===== config.mk =====
export PLATFORM = sky130hd
export DESIGN_NAME = ffsr_cell_calc
export DESIGN_NICKNAME = d
export VERILOG_FILES = /design/src/sv/ffsr_pkg.sv /design/src/sv/ffsr_cell_calc.sv
export SDC_FILE = /design/constraint.sdc
export NUM_CORES = 1
export LEC_CHECK = 0
export ABC_AREA = 1
export ABC_CLOCK_PERIOD_IN_PS = 7200
export BUFFER_PORTS_ARGS = -buffer_cell sky130_fd_sc_hd__buf_2
export CAP_MARGIN = 25
export CORE_AREA = 2 2 198 200
export DETAILED_ROUTE_END_ITERATION = 12
export DIE_AREA = 0 0 200 202
export REMOVE_ABC_BUFFERS = 1
export SYNTH_ARGS = -nofsm -noshare
export SYNTH_HDL_FRONTEND = slang
export SYNTH_SLANG_ARGS = --single-unit

===== constraint.sdc =====
create_clock -name vclk -period 7.2
set_input_delay 1.44 -clock vclk [all_inputs]
set_output_delay 1.44 -clock vclk [all_outputs]
set_load 0.03 [all_outputs]

===== src/sv/ffsr_pkg.sv =====
// ----------------------------------------------------------------------------
// ffsr_pkg
// Shared types, constants and interval helpers of the reachability core.
// ----------------------------------------------------------------------------
package ffsr_pkg;

  localparam int FRAC_BITS  = 16;
  localparam int VAL_W      = FRAC_BITS + 1;
  localparam int MAX_WIDTH  = 1024;
  localparam int MAX_HEIGHT = 1024;
  localparam int POS_W      = $clog2(MAX_WIDTH);
  localparam int ADDR_W     = $clog2(MAX_HEIGHT);
  localparam int DIM_W      = 11;
  localparam int CFG_W      = 11;
  localparam int CFG_IDX_W  = 1;
  localparam int IN_W       = 8 * VAL_W;
  localparam int OUT_BITS   = 8 * VAL_W + 4;
  localparam int OUT_W      = ((OUT_BITS + 7) / 8) * 8;

  localparam logic [VAL_W-1:0] ONE_FX  = VAL_W'(1) << FRAC_BITS;
  localparam logic [VAL_W-1:0] ZERO_FX = '0;

  localparam logic [DIM_W-1:0] MAX_W_DIM = DIM_W'(MAX_WIDTH);
  localparam logic [DIM_W-1:0] MAX_H_DIM = DIM_W'(MAX_HEIGHT);

  localparam logic [CFG_IDX_W-1:0] REG_GRID_WIDTH  = CFG_IDX_W'(0);
  localparam logic [CFG_IDX_W-1:0] REG_GRID_HEIGHT = CFG_IDX_W'(1);

  localparam logic [1:0] PRED_NONE   = 2'd0;
  localparam logic [1:0] PRED_LEFT   = 2'd1;
  localparam logic [1:0] PRED_BOTTOM = 2'd2;

  typedef struct packed {
    logic [VAL_W-1:0] s;
    logic [VAL_W-1:0] e;
  } span_t;

  typedef struct packed {
    span_t bottom;
    span_t left;
    span_t top;
    span_t right;
  } cell_t;

  typedef struct packed {
    span_t bottom_carry;
    span_t first_row;
    span_t first_col;
  } carry_t;

  typedef struct packed {
    span_t      bottom;
    span_t      left;
    span_t      top;
    span_t      right;
    logic [1:0] pred;
  } reach_t;

  typedef struct packed {
    logic [POS_W-1:0]  i;
    logic [ADDR_W-1:0] j;
    logic              last;
  } pos_t;

  function automatic span_t span_empty();
    span_t r;
    r.s = ONE_FX;
    r.e = ZERO_FX;
    return r;
  endfunction

  function automatic logic span_is_empty(span_t a);
    return a.s > a.e;
  endfunction

  function automatic logic span_has(span_t a, logic [VAL_W-1:0] x);
    return (a.s <= x) && (x <= a.e);
  endfunction

  function automatic span_t span_norm(span_t a);
    return span_is_empty(a) ? span_empty() : a;
  endfunction

endpackage


===== src/sv/ffsr_cell_calc.sv =====
// ----------------------------------------------------------------------------
// ffsr_cell_calc
// Reachable edge intervals of one cell and the updated carries.
// ----------------------------------------------------------------------------
module ffsr_cell_calc
  import ffsr_pkg::*;
(
  input  cell_t  edges,
  input  logic   i_zero,
  input  logic   j_zero,
  input  span_t  left_prev,
  input  carry_t carry,
  output reach_t reach,
  output carry_t carry_next
);

  logic  bottom_ok;
  logic  left_ok;
  span_t rb;
  span_t rl;
  span_t rt;
  span_t rr;
  span_t mix;

  always_comb begin
    bottom_ok = span_has(edges.bottom, ZERO_FX) &&
                (i_zero || span_has(carry.first_row, ONE_FX));
    left_ok   = span_has(edges.left, ZERO_FX) &&
                (j_zero || span_has(carry.first_col, ONE_FX));

    rb = j_zero ? (bottom_ok ? span_norm(edges.bottom) : span_empty()) : carry.bottom_carry;
    rl = i_zero ? (left_ok ? span_norm(edges.left) : span_empty()) : left_prev;

    mix = span_empty();
    if (!span_is_empty(rl)) begin
      rt = span_norm(edges.top);
      reach.pred = PRED_LEFT;
    end else if (!span_is_empty(rb)) begin
      mix.s = (rb.s > edges.top.s) ? rb.s : edges.top.s;
      mix.e = edges.top.e;
      rt = span_norm(mix);
      reach.pred = PRED_BOTTOM;
    end else begin
      rt = span_empty();
      reach.pred = PRED_NONE;
    end

    if (!span_is_empty(rb)) begin
      rr = span_norm(edges.right);
    end else if (!span_is_empty(rl)) begin
      rr.s = (rl.s > edges.right.s) ? rl.s : edges.right.s;
      rr.e = edges.right.e;
      rr = span_norm(rr);
    end else begin
      rr = span_empty();
    end

    reach.bottom = rb;
    reach.left   = rl;
    reach.top    = rt;
    reach.right  = rr;

    carry_next.bottom_carry = rt;
    carry_next.first_row    = j_zero ? rb : carry.first_row;
    carry_next.first_col    = i_zero ? rl : carry.first_col;
  end

endmodule


==> results by group <==
Placed design
  – RePlAce Congestion: 0.941
  – Post-detail-place hpwl: 39400 um
  – Number of port buffers: 514
  – Placed cell count: 2433
  – Area post-placement: 11300 um2
  – Pre-CTS setup slack: -0.456 ns

Status
  – Status: complete, no violations

Finish
  – Seq cells: 0
  – Synth-to-Final Area Change: 68.0%
  – Layout Cells excl Fill: 2464
  – CLK BUF: 0
  – Final Instance Area: 13300 um2
  – Area occupied by registers: 0 um2
  – Final Net Count: 2391
  – Filler cells: 4204
  – Layout cells sized above 1: 48.0%

Floorplan
  – Height of the die: 202 um
  – Die X-Extent: 200 um
  – I/O pin count: 514
  – Die Area: 40400 um2
  – Core area: 38300 um2
  – Starting density of the core: 20.7%
  – # rows: 72

Timing
  – RSZ-0062 raised after global routing: true
  – Post-layout min period: 7.18 ns
  – WHS: 3.22 ns
  – Fin. max-slew vios: 0
  – Hold Vio Cnt, Final: 0
  – Period utilisation layout: 99.7%
  – Endpoints failing setup: 0
  – Final worst slack: 0.0226 ns
  – Slew Limit Headroom: 43.3%
  – Least-Margin Pin Slew: 0.842 ns
  – TNS Setup: 0 ns
  – Max Clk Rate: 139 MHz

Setup path
  – Startpoint types: input port
  – Crit. End Element: output pin
  – CP arrival: 5.74 ns
  – Crit-path leading delay family: simple AND/OR/NAND/NOR gates
  – Worst-path maximum fanout: 5
  – CP max stage delay: 0.27 ns
  – CP required: 5.76 ns
  – CP startpoint: edges[118]
  – Crit path buf inv count: 7
  – Crit Path Class: in2out
  – Cell repeated most along the worst path: nand2_2
  – Crit path max-delay cell type: ha_4

Drt
  – Vias: 11100
  – Drt via density: 4.49
  – Drt drc: 0
  – WL/cell: 18.4 um
  – Initial DRC Count: 328
  – Post-DRT Antenna Nets: 0
  – Drt total wl: 45400 um
  – Drt first pass iters: 5

Synthesis
  – Mean Syn Cell Area: 5.71 um2
  – Post-Synthesis Cells: 1391
  – Mapped Area: 7940 um2
  – Synth Warn #: 0
  – Yosys cell types: 42
  – Post-synthesis sequential area ratio: 0%

Hold path
  – Hold_sp: carry[30]
  – Hold WC Path Type: in2out

Global routing
  – Initial antenna violation count: 3
  – Vias in the first global route: 10600
  – First-pass GRT wire length: 62500 um
  – Global route total overflow: 0
  – Gr usage total: 20.4%
  – Pin count of the biggest net entering global routing: 51

Power
  – Worst vdd ir: 0.0738 mV
  – P_leak: 7.92 nW
  – Power per cell area: 102 nW/um2

Flow run
  – Total of max-cap violations: 0

Clock network
  – CTS Hold Bufs: 0
[cell usage after synthesis, types with 8 or more instances]
cell type,instances,area [um2]
nand2_1,369,1390
inv_1,274,1030
ha_1,170,2130
nor2_1,130,488
nand3_1,77,385
a21oi_1,63,315
buf_4,36,270
o21ai_0,30,150
o21ai_1,28,140
nand3_2,25,250
inv_2,23,86.3
and3_1,19,119
o21ai_2,18,158
nand4_1,17,106
nor3_1,12,60.1
nor2_4,10,113
buf_2,8,40.0
clkbuf_1,8,30.0
[cells in the final DEF, fill, tap and decap left out, types with 51 or more instances in the layout]
cell type and n:
a21oi_1 51, buf_2 424, ha_1 122, nor2_1 119
inv_1 249, buf_4 107, nand3_1 65, nand2_1 296
nand2_2 68, buf_6 75
[final timing paths]
path                         end  depth (start not counted)
setup / recovery  carry_next[99]                         31
hold / removal    carry_next[30]                          4
[layout make-up]
cell class	instances	area (um2)	area share, %
inverters	299	1140	8.55
repair inverters	2	12.5	0.0938
diodes	1	2.50	0.0188
repair buffers	617	3930	29.5
multi-input cells	1027	7600	57.0
well taps	518	648	4.86
[layer usage]
layer	vias up	part of all wire, %	GRT usage [%]
li1	5504	-	-
met1	5088	38	22.0
met2	406	54	41.6
met3	59	5.4	1.84
met4	2	3.1	4.97
met5	-	0.026	0
[stage by stage]
stage	power (mW)	utilization [%]
5_1_grt	1.46	34.8
4_1_cts	1.18	30.9
2_1_floorplan	0.647	-
6_report	1.37	34.8
3_3_place_gp	1.09	29.5
3_5_place_dp	1.10	29.5
[kinds of logic after synthesis]
kind of cell               count (synthesis)  synth area share, %
and+or+nand+nor                          696                 40.8
AOI/OAI and AO/OA                        158                 11.6
adders and majority gates                170                 26.8
buffers and inverters                    367                 20.8
[power breakdown]
part | switching [mW] | internal (mW)
clock | 0 | 0.0000000186
combinational | 0.854 | 0.512
sequential | 0 | 0
total | 0.854 | 0.512
[timing repair]
action	in CTS	in global routing
gates resized for setup	121	351
cloned	4	2
setup buffers	5	19
setup endpoints to repair	102	102
pin swaps	43	111
No activity file was read; power rests on OpenSTA's default activity.
