**config.mk**
```make
export PLATFORM = sky130hd
export DESIGN_NAME = ffsr_pos_ctrl
export DESIGN_NICKNAME = d
export VERILOG_FILES = /design/src/sv/ffsr_pkg.sv /design/src/sv/ffsr_pos_ctrl.sv
export SDC_FILE = /design/constraint.sdc
export NUM_CORES = 1
export LEC_CHECK = 0
export BUFFER_PORTS_ARGS = -buffer_cell sky130_fd_sc_hd__buf_4
export CAP_MARGIN = 20
export CORE_MARGIN = 1
export CORE_UTILIZATION = 63
export DETAILED_ROUTE_END_ITERATION = 8
export GPL_TIMING_DRIVEN = 0
export PLACE_DENSITY = 0.86
export SYNTH_ARGS = -nofsm -noshare
export SYNTH_HDL_FRONTEND = slang
export SYNTH_SLANG_ARGS = --single-unit
```
**constraint.sdc**
```tcl
create_clock -name clk -period 14.1 [get_ports clk]
set_input_delay 0.705 -clock clk [delete_from_list [all_inputs] [get_ports clk]]
set_output_delay 0.705 -clock clk [all_outputs]
set_load 0.005 [all_outputs]
```
**src/sv/ffsr_pkg.sv**
```systemverilog
// ----------------------------------------------------------------------------
// ffsr_pkg
// Shared types, constants and interval helpers of the reachability core.
// ----------------------------------------------------------------------------
package ffsr_pkg;

  localparam int FRAC_BITS  = 16;
  localparam int VAL_W      = FRAC_BITS + 1;
  localparam int MAX_WIDTH  = 1024;
  localparam int MAX_HEIGHT = 1024;
  localparam int POS_W      = $clog2(MAX_WIDTH);
  localparam int ADDR_W     = $clog2(MAX_HEIGHT);
  localparam int DIM_W      = 11;
  localparam int CFG_W      = 11;
  localparam int CFG_IDX_W  = 1;
  localparam int IN_W       = 8 * VAL_W;
  localparam int OUT_BITS   = 8 * VAL_W + 4;
  localparam int OUT_W      = ((OUT_BITS + 7) / 8) * 8;

  localparam logic [VAL_W-1:0] ONE_FX  = VAL_W'(1) << FRAC_BITS;
  localparam logic [VAL_W-1:0] ZERO_FX = '0;

  localparam logic [DIM_W-1:0] MAX_W_DIM = DIM_W'(MAX_WIDTH);
  localparam logic [DIM_W-1:0] MAX_H_DIM = DIM_W'(MAX_HEIGHT);

  localparam logic [CFG_IDX_W-1:0] REG_GRID_WIDTH  = CFG_IDX_W'(0);
  localparam logic [CFG_IDX_W-1:0] REG_GRID_HEIGHT = CFG_IDX_W'(1);

  localparam logic [1:0] PRED_NONE   = 2'd0;
  localparam logic [1:0] PRED_LEFT   = 2'd1;
  localparam logic [1:0] PRED_BOTTOM = 2'd2;

  typedef struct packed {
    logic [VAL_W-1:0] s;
    logic [VAL_W-1:0] e;
  } span_t;

  typedef struct packed {
    span_t bottom;
    span_t left;
    span_t top;
    span_t right;
  } cell_t;

  typedef struct packed {
    span_t bottom_carry;
    span_t first_row;
    span_t first_col;
  } carry_t;

  typedef struct packed {
    span_t      bottom;
    span_t      left;
    span_t      top;
    span_t      right;
    logic [1:0] pred;
  } reach_t;

  typedef struct packed {
    logic [POS_W-1:0]  i;
    logic [ADDR_W-1:0] j;
    logic              last;
  } pos_t;

  function automatic span_t span_empty();
    span_t r;
    r.s = ONE_FX;
    r.e = ZERO_FX;
    return r;
  endfunction

  function automatic logic span_is_empty(span_t a);
    return a.s > a.e;
  endfunction

  function automatic logic span_has(span_t a, logic [VAL_W-1:0] x);
    return (a.s <= x) && (x <= a.e);
  endfunction

  function automatic span_t span_norm(span_t a);
    return span_is_empty(a) ? span_empty() : a;
  endfunction

endpackage

```
**src/sv/ffsr_pos_ctrl.sv**
```systemverilog
// ----------------------------------------------------------------------------
// ffsr_pos_ctrl
// Grid size registers and the column/row position of the next cell.
// ----------------------------------------------------------------------------
module ffsr_pos_ctrl
  import ffsr_pkg::*;
(
  input  logic                 clk,
  input  logic                 rst,
  input  logic                 cfg_wen,
  input  logic [CFG_IDX_W-1:0] cfg_index,
  input  logic [CFG_W-1:0]     cfg_wdata,
  input  logic                 step,
  output pos_t                 pos
);

  logic [DIM_W-1:0]  grid_width;
  logic [DIM_W-1:0]  grid_height;
  logic [POS_W-1:0]  outer;
  logic [ADDR_W-1:0] inner;

  logic [DIM_W-1:0]  w_eff;
  logic [DIM_W-1:0]  h_eff;
  logic              out_of_grid;
  logic [POS_W-1:0]  ic;
  logic [ADDR_W-1:0] jc;
  logic              col_end;
  logic              row_end;
  logic [POS_W-1:0]  outer_next;
  logic [ADDR_W-1:0] inner_next;

  always_comb begin
    // zero acts as one, oversize acts as the maximum
    w_eff = (grid_width == '0) ? DIM_W'(1) :
            (grid_width > MAX_W_DIM) ? MAX_W_DIM : grid_width;
    h_eff = (grid_height == '0) ? DIM_W'(1) :
            (grid_height > MAX_H_DIM) ? MAX_H_DIM : grid_height;
    out_of_grid = (DIM_W'(outer) >= w_eff) || (DIM_W'(inner) >= h_eff);
    ic = out_of_grid ? '0 : outer;
    jc = out_of_grid ? '0 : inner;
    col_end = (DIM_W'(jc) + DIM_W'(1)) >= h_eff;
    row_end = (DIM_W'(ic) + DIM_W'(1)) >= w_eff;
    if (col_end) begin
      inner_next = '0;
      outer_next = row_end ? '0 : ic + POS_W'(1);
    end else begin
      inner_next = jc + ADDR_W'(1);
      outer_next = ic;
    end
    pos.i    = ic;
    pos.j    = jc;
    pos.last = (DIM_W'(ic) == w_eff - DIM_W'(1)) && (DIM_W'(jc) == h_eff - DIM_W'(1));
  end

  always_ff @(posedge clk) begin
    if (rst) begin
      grid_width  <= DIM_W'(1);
      grid_height <= DIM_W'(1);
      outer       <= '0;
      inner       <= '0;
    end else if (cfg_wen) begin
      unique case (cfg_index)
        REG_GRID_WIDTH:  grid_width  <= cfg_wdata;
        REG_GRID_HEIGHT: grid_height <= cfg_wdata;
        default: ;
      endcase
      outer <= '0;
      inner <= '0;
    end else if (step) begin
      outer <= outer_next;
      inner <= inner_next;
    end
  end

endmodule

```
==> results of run 1 <==
[registers in the layout (all words and copies together) (netlist names)]
register,count
inner,10
grid_height,11
grid_width,11
outer,10
[worst max path at each step]
| stage | from | to | slack, ns |
|---|---|---|---|
| final | grid_width[6] | outer[8] | 6.68 |
| after global routing | grid_width[6] | outer[9] | 6.22 |
| after CTS | grid_width[6] | outer[8] | 6.88 |
| after detailed placement | grid_width[6] | outer[8] | 6.93 |
| after global placement | grid_width[6] | outer[4] | 7.14 |
| after floorplan | grid_width[6] | outer[1] | 8.26 |
[final cells by class]
| cell class | count | area (sq um) |
|---|---|---|
| Timing Repair Buffer | 36 | 270.3 |
| Clock buffer | 7 | 76.32 |
| Multi-Input combinational cell | 461 | 3020 |
| Inverter | 11 | 41.29 |
| Buffer | 35 | 181.4 |
| Tap cell | 75 | 93.84 |
| Fill cell | 491 | 1572 |
| Sequential cell | 42 | 840.8 |
[per-stage QoR]
| stage | utilization, % | hold slack (ns) | cell area, sq um | power (mW) | cells |
|---|---|---|---|---|---|
| 2_1_floorplan | - | 0.4391 | 4084 | 0.2022 | 549 |
| 3_5_place_dp | 72.97 | 0.4664 | 4448 | 0.2320 | 660 |
| 5_1_grt | 74.22 | 0.5237 | 4524 | 0.3223 | 667 |
| 4_1_cts | 74.22 | 0.4803 | 4524 | 0.3050 | 667 |
| 3_3_place_gp | 72.97 | 0.4612 | 4448 | 0.2291 | 660 |
| 6_report | 74.22 | 0.4879 | 4524 | 0.3094 | 667 |
[cell usage in the layout (no fill, tap or decap), types with 6 or more instances in the layout]
cell type and n:
nand3b_1 10, nand4_1 9, and3_1 6, nor4_1 6
o211ai_1 6, a21oi_1 58, nor3b_1 6, nand2b_1 16
clkbuf_8 8, nor2_1 34, nor3_1 10, buf_4 36
ha_1 46, o21ai_0 22, and2_1 15, xor2_1 12
nor2b_1 7, a22o_1 8, xnor2_1 13, inv_1 11
clkbuf_1 25, nand2_1 85, a21o_1 6, nand3_1 20
dfxtp_1 42
[worst min-delay path, stage by stage (launching register included)]
cell and delay (ns):
dfxtp_1 0.33, nand2_1 0.06, o31ai_1 0.06
[power by group through the flow]
stage | Combinational, mW | Clock [mW] | Sequential (mW)
after global placement | 0.100 | 0 | 0.129
after floorplan | 0.0744 | 0 | 0.128
after detailed placement | 0.103 | 0 | 0.129
after CTS | 0.103 | 0.0755 | 0.126
after global routing | 0.114 | 0.0811 | 0.127
final | 0.106 | 0.0770 | 0.126
[logic make-up (layout without fill, tap and decap cells)]
family / Yosys count / count (layout) / synth area share, %
AOI/OAI and AO/OA: 134 / 134 / 20.62
and+or+nand+nor: 252 / 252 / 32.87
DFF: 42 / 42 / 20.59
adders and majority gates: 46 / 46 / 14.09
muxes: 4 / 4 / 1.011
xor gates and xnor gates: 25 / 25 / 5.362
buffers and inverters: 46 / 89 / 5.453
[layer usage]
| layer | share of wire (%) | global-route usage [%] |
|---|---|---|
| met1 | 42 | 42.15 |
| met2 | 46 | 56.61 |
| met3 | 8.3 | 6.484 |
| met4 | 3.7 | 18.28 |
| met5 | 0 | 0 |
==> results.sh, run 1 <==
export IMPL_cts_tree="yes"
export IMPL_synthArstFlopShare_pct=0
export IMPL_cts_htree_levels=2
export IMPL_path_buf_inv=5
export IMPL_hold_buffers=0
export IMPL_syn_avg_cell_area_sq_um=7.439
export IMPL_grt_pass1_wl_mm=17.58
export IMPL_synth_area_sq_mm=0.004084
export IMPL_grt_usage_pct=34.32
export IMPL_cp_end_kind="flip-flop"
export IMPL_place_congestion=0.9253
export IMPL_switching_share_pct=36.39
export IMPL_clockPowerShare_pct=24.9
export IMPL_period_minus_slack_ns=7.416
export IMPL_syn_to_final_growth_pct=10.78
export IMPL_holdPathEnd="outer[0]"
export IMPL_ir_worst_vdd_mv=0.05173
export IMPL_clock_skew_final_ns=0.01648
export IMPL_dp_hpwl_mm=8.989
export IMPL_cp_common_cell="clkbuf_1"
export IMPL_yosys_warnings=0
export IMPL_seq_area_frac_synth_pct=20.59
export IMPL_cts_root_buf="clkbuf_8"
export IMPL_hold_path_class="flip-flop to flip-flop"
export IMPL_io_pin_count=37
export IMPL_nets=654
export IMPL_yosysTopAreaCell="dfxtp_1"
export IMPL_r2r_start="grid_width[6]"
export IMPL_vias=4306
export IMPL_cp_start_kind="flip-flop"
export IMPL_maxSlewHeadroom_pct=51.70
export IMPL_via_per_inst=6.456
export IMPL_worstSetupPathDepth=27
export IMPL_synth_cells=549
export IMPL_routed_wl_mm=11.37
export IMPL_rsz0062_at_grt="no"
export IMPL_rows=28
export IMPL_synth_edf_count=0
export IMPL_post_cts_setup_buffers=0
export IMPL_antenna_found_initial=0
export IMPL_place_port_buffers=36
export IMPL_yosysMostFrequentCell="nand2_1"
export IMPL_synth_top_area_share_pct=20.59
export IMPL_drt_initial_drc_count=325
export IMPL_drive_gt1_share_pct=11.82
export IMPL_synthTopCellsByCount="85 x nand2_1, 58 x a21oi_1, 46 x ha_1, 42 x dfxtp_1, 34 x nor2_1"
export IMPL_finalHoldViolCount=0
export IMPL_ys_flop_type="dfxtp_1"
export IMPL_period_share_pct=52.60
export IMPL_cts_repair_resize_count=0
export IMPL_ys_types=68
export IMPL_r2r_slack_ns=6.68
export IMPL_cts_buffers=5
export IMPL_chipHeight_um=82.52
export IMPL_slowest_delay_ns=0.57
export IMPL_clockBufferDepth=2
export IMPL_cap_viol_max_count=0
export IMPL_fin_tns_setup_ns=0
export IMPL_critPathMaxFanout=10
export IMPL_setup_viol=0
export IMPL_crit_type="flip-flop to flip-flop"
export IMPL_powerDensity_mw_per_mm2=68.38
export IMPL_worstPathArrival_ns=7.62
export IMPL_die_w_um=82.52
export IMPL_crit_family="simple AND/OR/NAND/NOR gates"
export IMPL_syn_num_nets=611
export IMPL_slowest_stage="or4_1"
export IMPL_required_ns=14.30
export IMPL_pre_cts_ws_ns=6.932
export IMPL_r2r_end="outer[8]"
export IMPL_wl_per_cell_um=17.04
export IMPL_r2r_cells=27
export IMPL_clkTransAtPathRegs_ns=0.09
export IMPL_core_area_sq_mm=0.006096
export IMPL_min_from="outer[0]"
export IMPL_start_util_pct=67.00
export IMPL_power_internal_mw=0.1968
export IMPL_fmax_ghz=0.1348
export IMPL_grt_max_degree=12
export IMPL_dieArea_sq_mm=0.006809
export IMPL_grt_overflow_total=0
export IMPL_leakagePower_nw=1.856
export IMPL_diodes=0
export IMPL_hold_depth=2
export IMPL_ys_top_cells_by_area="dfxtp_1 21%, ha_1 14%, nand2_1 7.8%"
export IMPL_drt_first_pass_iters=5
export IMPL_fin_ws_ns=6.684
export IMPL_cts_sinks=42
export IMPL_grt_pass1_vias=3880
export IMPL_drcViolationCount=0
export IMPL_power_switching_mw=0.1126
export IMPL_max_slew_worst_pin_slew_ns=0.7178
export IMPL_drv_slew=0
export IMPL_share_seq_of_total_power_pct=40.9
export IMPL_ys_seq_elements=42
export IMPL_worst_skew_pair_late_latency_ns=0.30
export IMPL_status="finished clean"
export IMPL_drtAntennaViolNets=0
export IMPL_comb_power_share_pct=34.2
(Power assumes the default switching activity.)
==> inputs of run 2 (changes only) <==
--- a/config.mk
+++ b/config.mk
@@ -8,10 +8,10 @@
 export BUFFER_PORTS_ARGS = -buffer_cell sky130_fd_sc_hd__buf_4
 export CAP_MARGIN = 20
 export CORE_MARGIN = 1
-export CORE_UTILIZATION = 63
+export CORE_UTILIZATION = 55
 export DETAILED_ROUTE_END_ITERATION = 8
 export GPL_TIMING_DRIVEN = 0
-export PLACE_DENSITY = 0.86
+export PLACE_DENSITY = 0.8
 export SYNTH_ARGS = -nofsm -noshare
 export SYNTH_HDL_FRONTEND = slang
 export SYNTH_SLANG_ARGS = --single-unit
==> constraint.sdc (replaced) <==
create_clock -name clk -period 6.5 [get_ports clk]
set_input_delay 0.325 -clock clk [delete_from_list [all_inputs] [get_ports clk]]
set_output_delay 0.325 -clock clk [all_outputs]
set_load 0.005 [all_outputs]
==> results.sh, run 2 (synthesis gave the netlist of run 1 again) <==
export IMPL_status="finished clean"
export IMPL_grt_usage_pct=30.61
export IMPL_final_cell_mix="85 x nand2_1, 57 x a21oi_1, 45 x ha_1"
export IMPL_period_minus_slack_ns=6.163
export IMPL_core_area_sq_mm=0.007214
export IMPL_cts_sinks=42
export IMPL_path_buf_inv=4
export IMPL_drt_initial_drc_count=326
export IMPL_worst_skew_pair_late_latency_ns=0.30
export IMPL_cp_start_kind="flip-flop"
export IMPL_diodes=0
export IMPL_mostFrequentLayoutCell="nand2_1"
export IMPL_ir_worst_vdd_mv=0.1061
export IMPL_required_ns=6.70
export IMPL_drcViolationCount=0
export IMPL_crit_family="simple AND/OR/NAND/NOR gates"
export IMPL_hold_depth=3
export IMPL_clock_skew_final_ns=0.01052
export IMPL_routed_wl_mm=11.47
export IMPL_cap_viol_max_count=0
export IMPL_wl_per_cell_um=16.60
export IMPL_syn_to_final_growth_pct=12.75
export IMPL_power_switching_mw=0.2525
export IMPL_drive_gt1_share_pct=13.51
export IMPL_die_w_um=88.17
export IMPL_drtAntennaViolNets=0
export IMPL_worstPathArrival_ns=6.36
export IMPL_r2r_start="grid_width[6]"
export IMPL_drv_slew=0
export IMPL_place_port_buffers=36
export IMPL_hold_path_class="primary input to flip-flop"
export IMPL_share_seq_of_total_power_pct=39.4
export IMPL_leakagePower_nw=1.874
export IMPL_fmax_ghz=0.1623
export IMPL_slowest_delay_ns=0.58
export IMPL_power_internal_mw=0.4424
export IMPL_nets=653
export IMPL_fin_tns_setup_ns=0
export IMPL_crit_start="grid_width[6]"
export IMPL_grt_overflow_total=0
export IMPL_via_per_inst=6.143
export IMPL_grt_pass1_vias=3878
export IMPL_place_congestion=0.9666
export IMPL_endpoint="outer[8]"
export IMPL_comb_power_share_pct=34.3
export IMPL_fin_util_pct=63.82
export IMPL_r2r_cells=26
export IMPL_clockPowerShare_pct=26.2
export IMPL_period_share_pct=94.81
export IMPL_max_slew_worst_pin_slew_ns=0.7118
export IMPL_rows=31
export IMPL_cts_buffers=5
export IMPL_dieArea_sq_mm=0.007774
export IMPL_reg_top3="grid_height x11, grid_width x11"
export IMPL_dp_hpwl_mm=8.916
export IMPL_final_hold_worst_slack_ns=0.2610
export IMPL_switching_share_pct=36.33
export IMPL_slowest_stage="or4_1"
export IMPL_io_pin_count=37
export IMPL_vias=4245
export IMPL_grt_pass1_wl_mm=18.40
export IMPL_clockBufferDepth=2
export IMPL_cts_tree="yes"
export IMPL_p_total_mw=0.6949
export IMPL_pre_cts_ws_ns=-0.6862
export IMPL_chipHeight_um=88.17
export IMPL_rsz0062_at_grt="no"
export IMPL_fin_ws_ns=0.3371
export IMPL_cp_end_kind="flip-flop"
export IMPL_r2r_end="outer[8]"
export IMPL_antenna_found_initial=0
export IMPL_maxSlewHeadroom_pct=52.11
export IMPL_crit_type="flip-flop to flip-flop"
export IMPL_r2r_slack_ns=0.34
export IMPL_start_util_pct=56.61
export IMPL_powerDensity_mw_per_mm2=150.9
export IMPL_finalHoldViolCount=0
export IMPL_cts_htree_levels=2
export IMPL_drt_first_pass_iters=5
export IMPL_clkTransAtPathRegs_ns=0.09
export IMPL_cts_root_buf="clkbuf_8"
export IMPL_worstSetupPathDepth=26
export IMPL_critPathMaxFanout=10
export IMPL_setup_viol=0
export IMPL_grt_max_degree=14
==> run 2: changes by cell type in the layout (fill, tap and decap cells not counted), sizes merged <==
| cell | change |
|---|---|
| clkinv | +1 |
| clkinvlp | +1 |
| clkbuf | -2 |
==> run 2: worst min-delay path by stage <==
stage                 startpoint        endpoint
finish              cfg_wdata[0]  grid_height[0]
global route        cfg_wdata[0]   grid_width[0]
CTS                 cfg_wdata[0]  grid_height[0]
detailed placement      outer[0]        outer[0]
global placement        outer[0]        outer[0]
floorplan                    rst  grid_height[0]
==> run 2: layer usage <==
layer | vias to the layer above | global-route usage [%] | part of all wire, %
li1 | 2055 | - | -
met1 | 1990 | 40.33 | 44
met2 | 177 | 51.82 | 47
met3 | 23 | 4.241 | 6.9
met4 | 0 | 9.091 | 1.9
met5 | - | 0 | 0
==> run 2: power by group through the flow <==
stage / logic, mW / registers (mW) / clock network [mW]
floorplan: 0.161 / 0.277 / 0
finish: 0.239 / 0.274 / 0.182
CTS: 0.230 / 0.274 / 0.185
global placement: 0.221 / 0.280 / 0
global route: 0.260 / 0.275 / 0.194
detailed placement: 0.227 / 0.280 / 0
==> run 2: what timing repair did <==
item                                    CTS  global route
setup buffers                             0             0
gates resized for setup                   4             9
pin swaps                                 0             1
gates cloned                              0             0
endpoints found under the hold margin     0             0
hold buffers                              0             0
endpoints found under the setup margin   20            20
==> run 2: area by class of cell <==
type / instances / area [sq um]
multi-input combinational: 461 / 3048
clock inverter: 2 / 12.51
sequential: 42 / 840.8
inverter: 11 / 41.29
tap: 99 / 123.9
fill: 673 / 2610
timing repair buffer: 36 / 270.3
buffer: 34 / 185.2
clock buffer: 6 / 82.58
==> run 2: tightest hold or removal path, stage by stage <==
cell and delay [ns]:
buf_4 0.09, nand2_1 0.04, nand3b_1 0.07
==> run 2: per-stage QoR <==
step,instance area (sq um),cells
CTS,4581,691
global placement,4478,684
finish,4604,691
detailed placement,4478,684
global route,4604,691
floorplan,4084,549
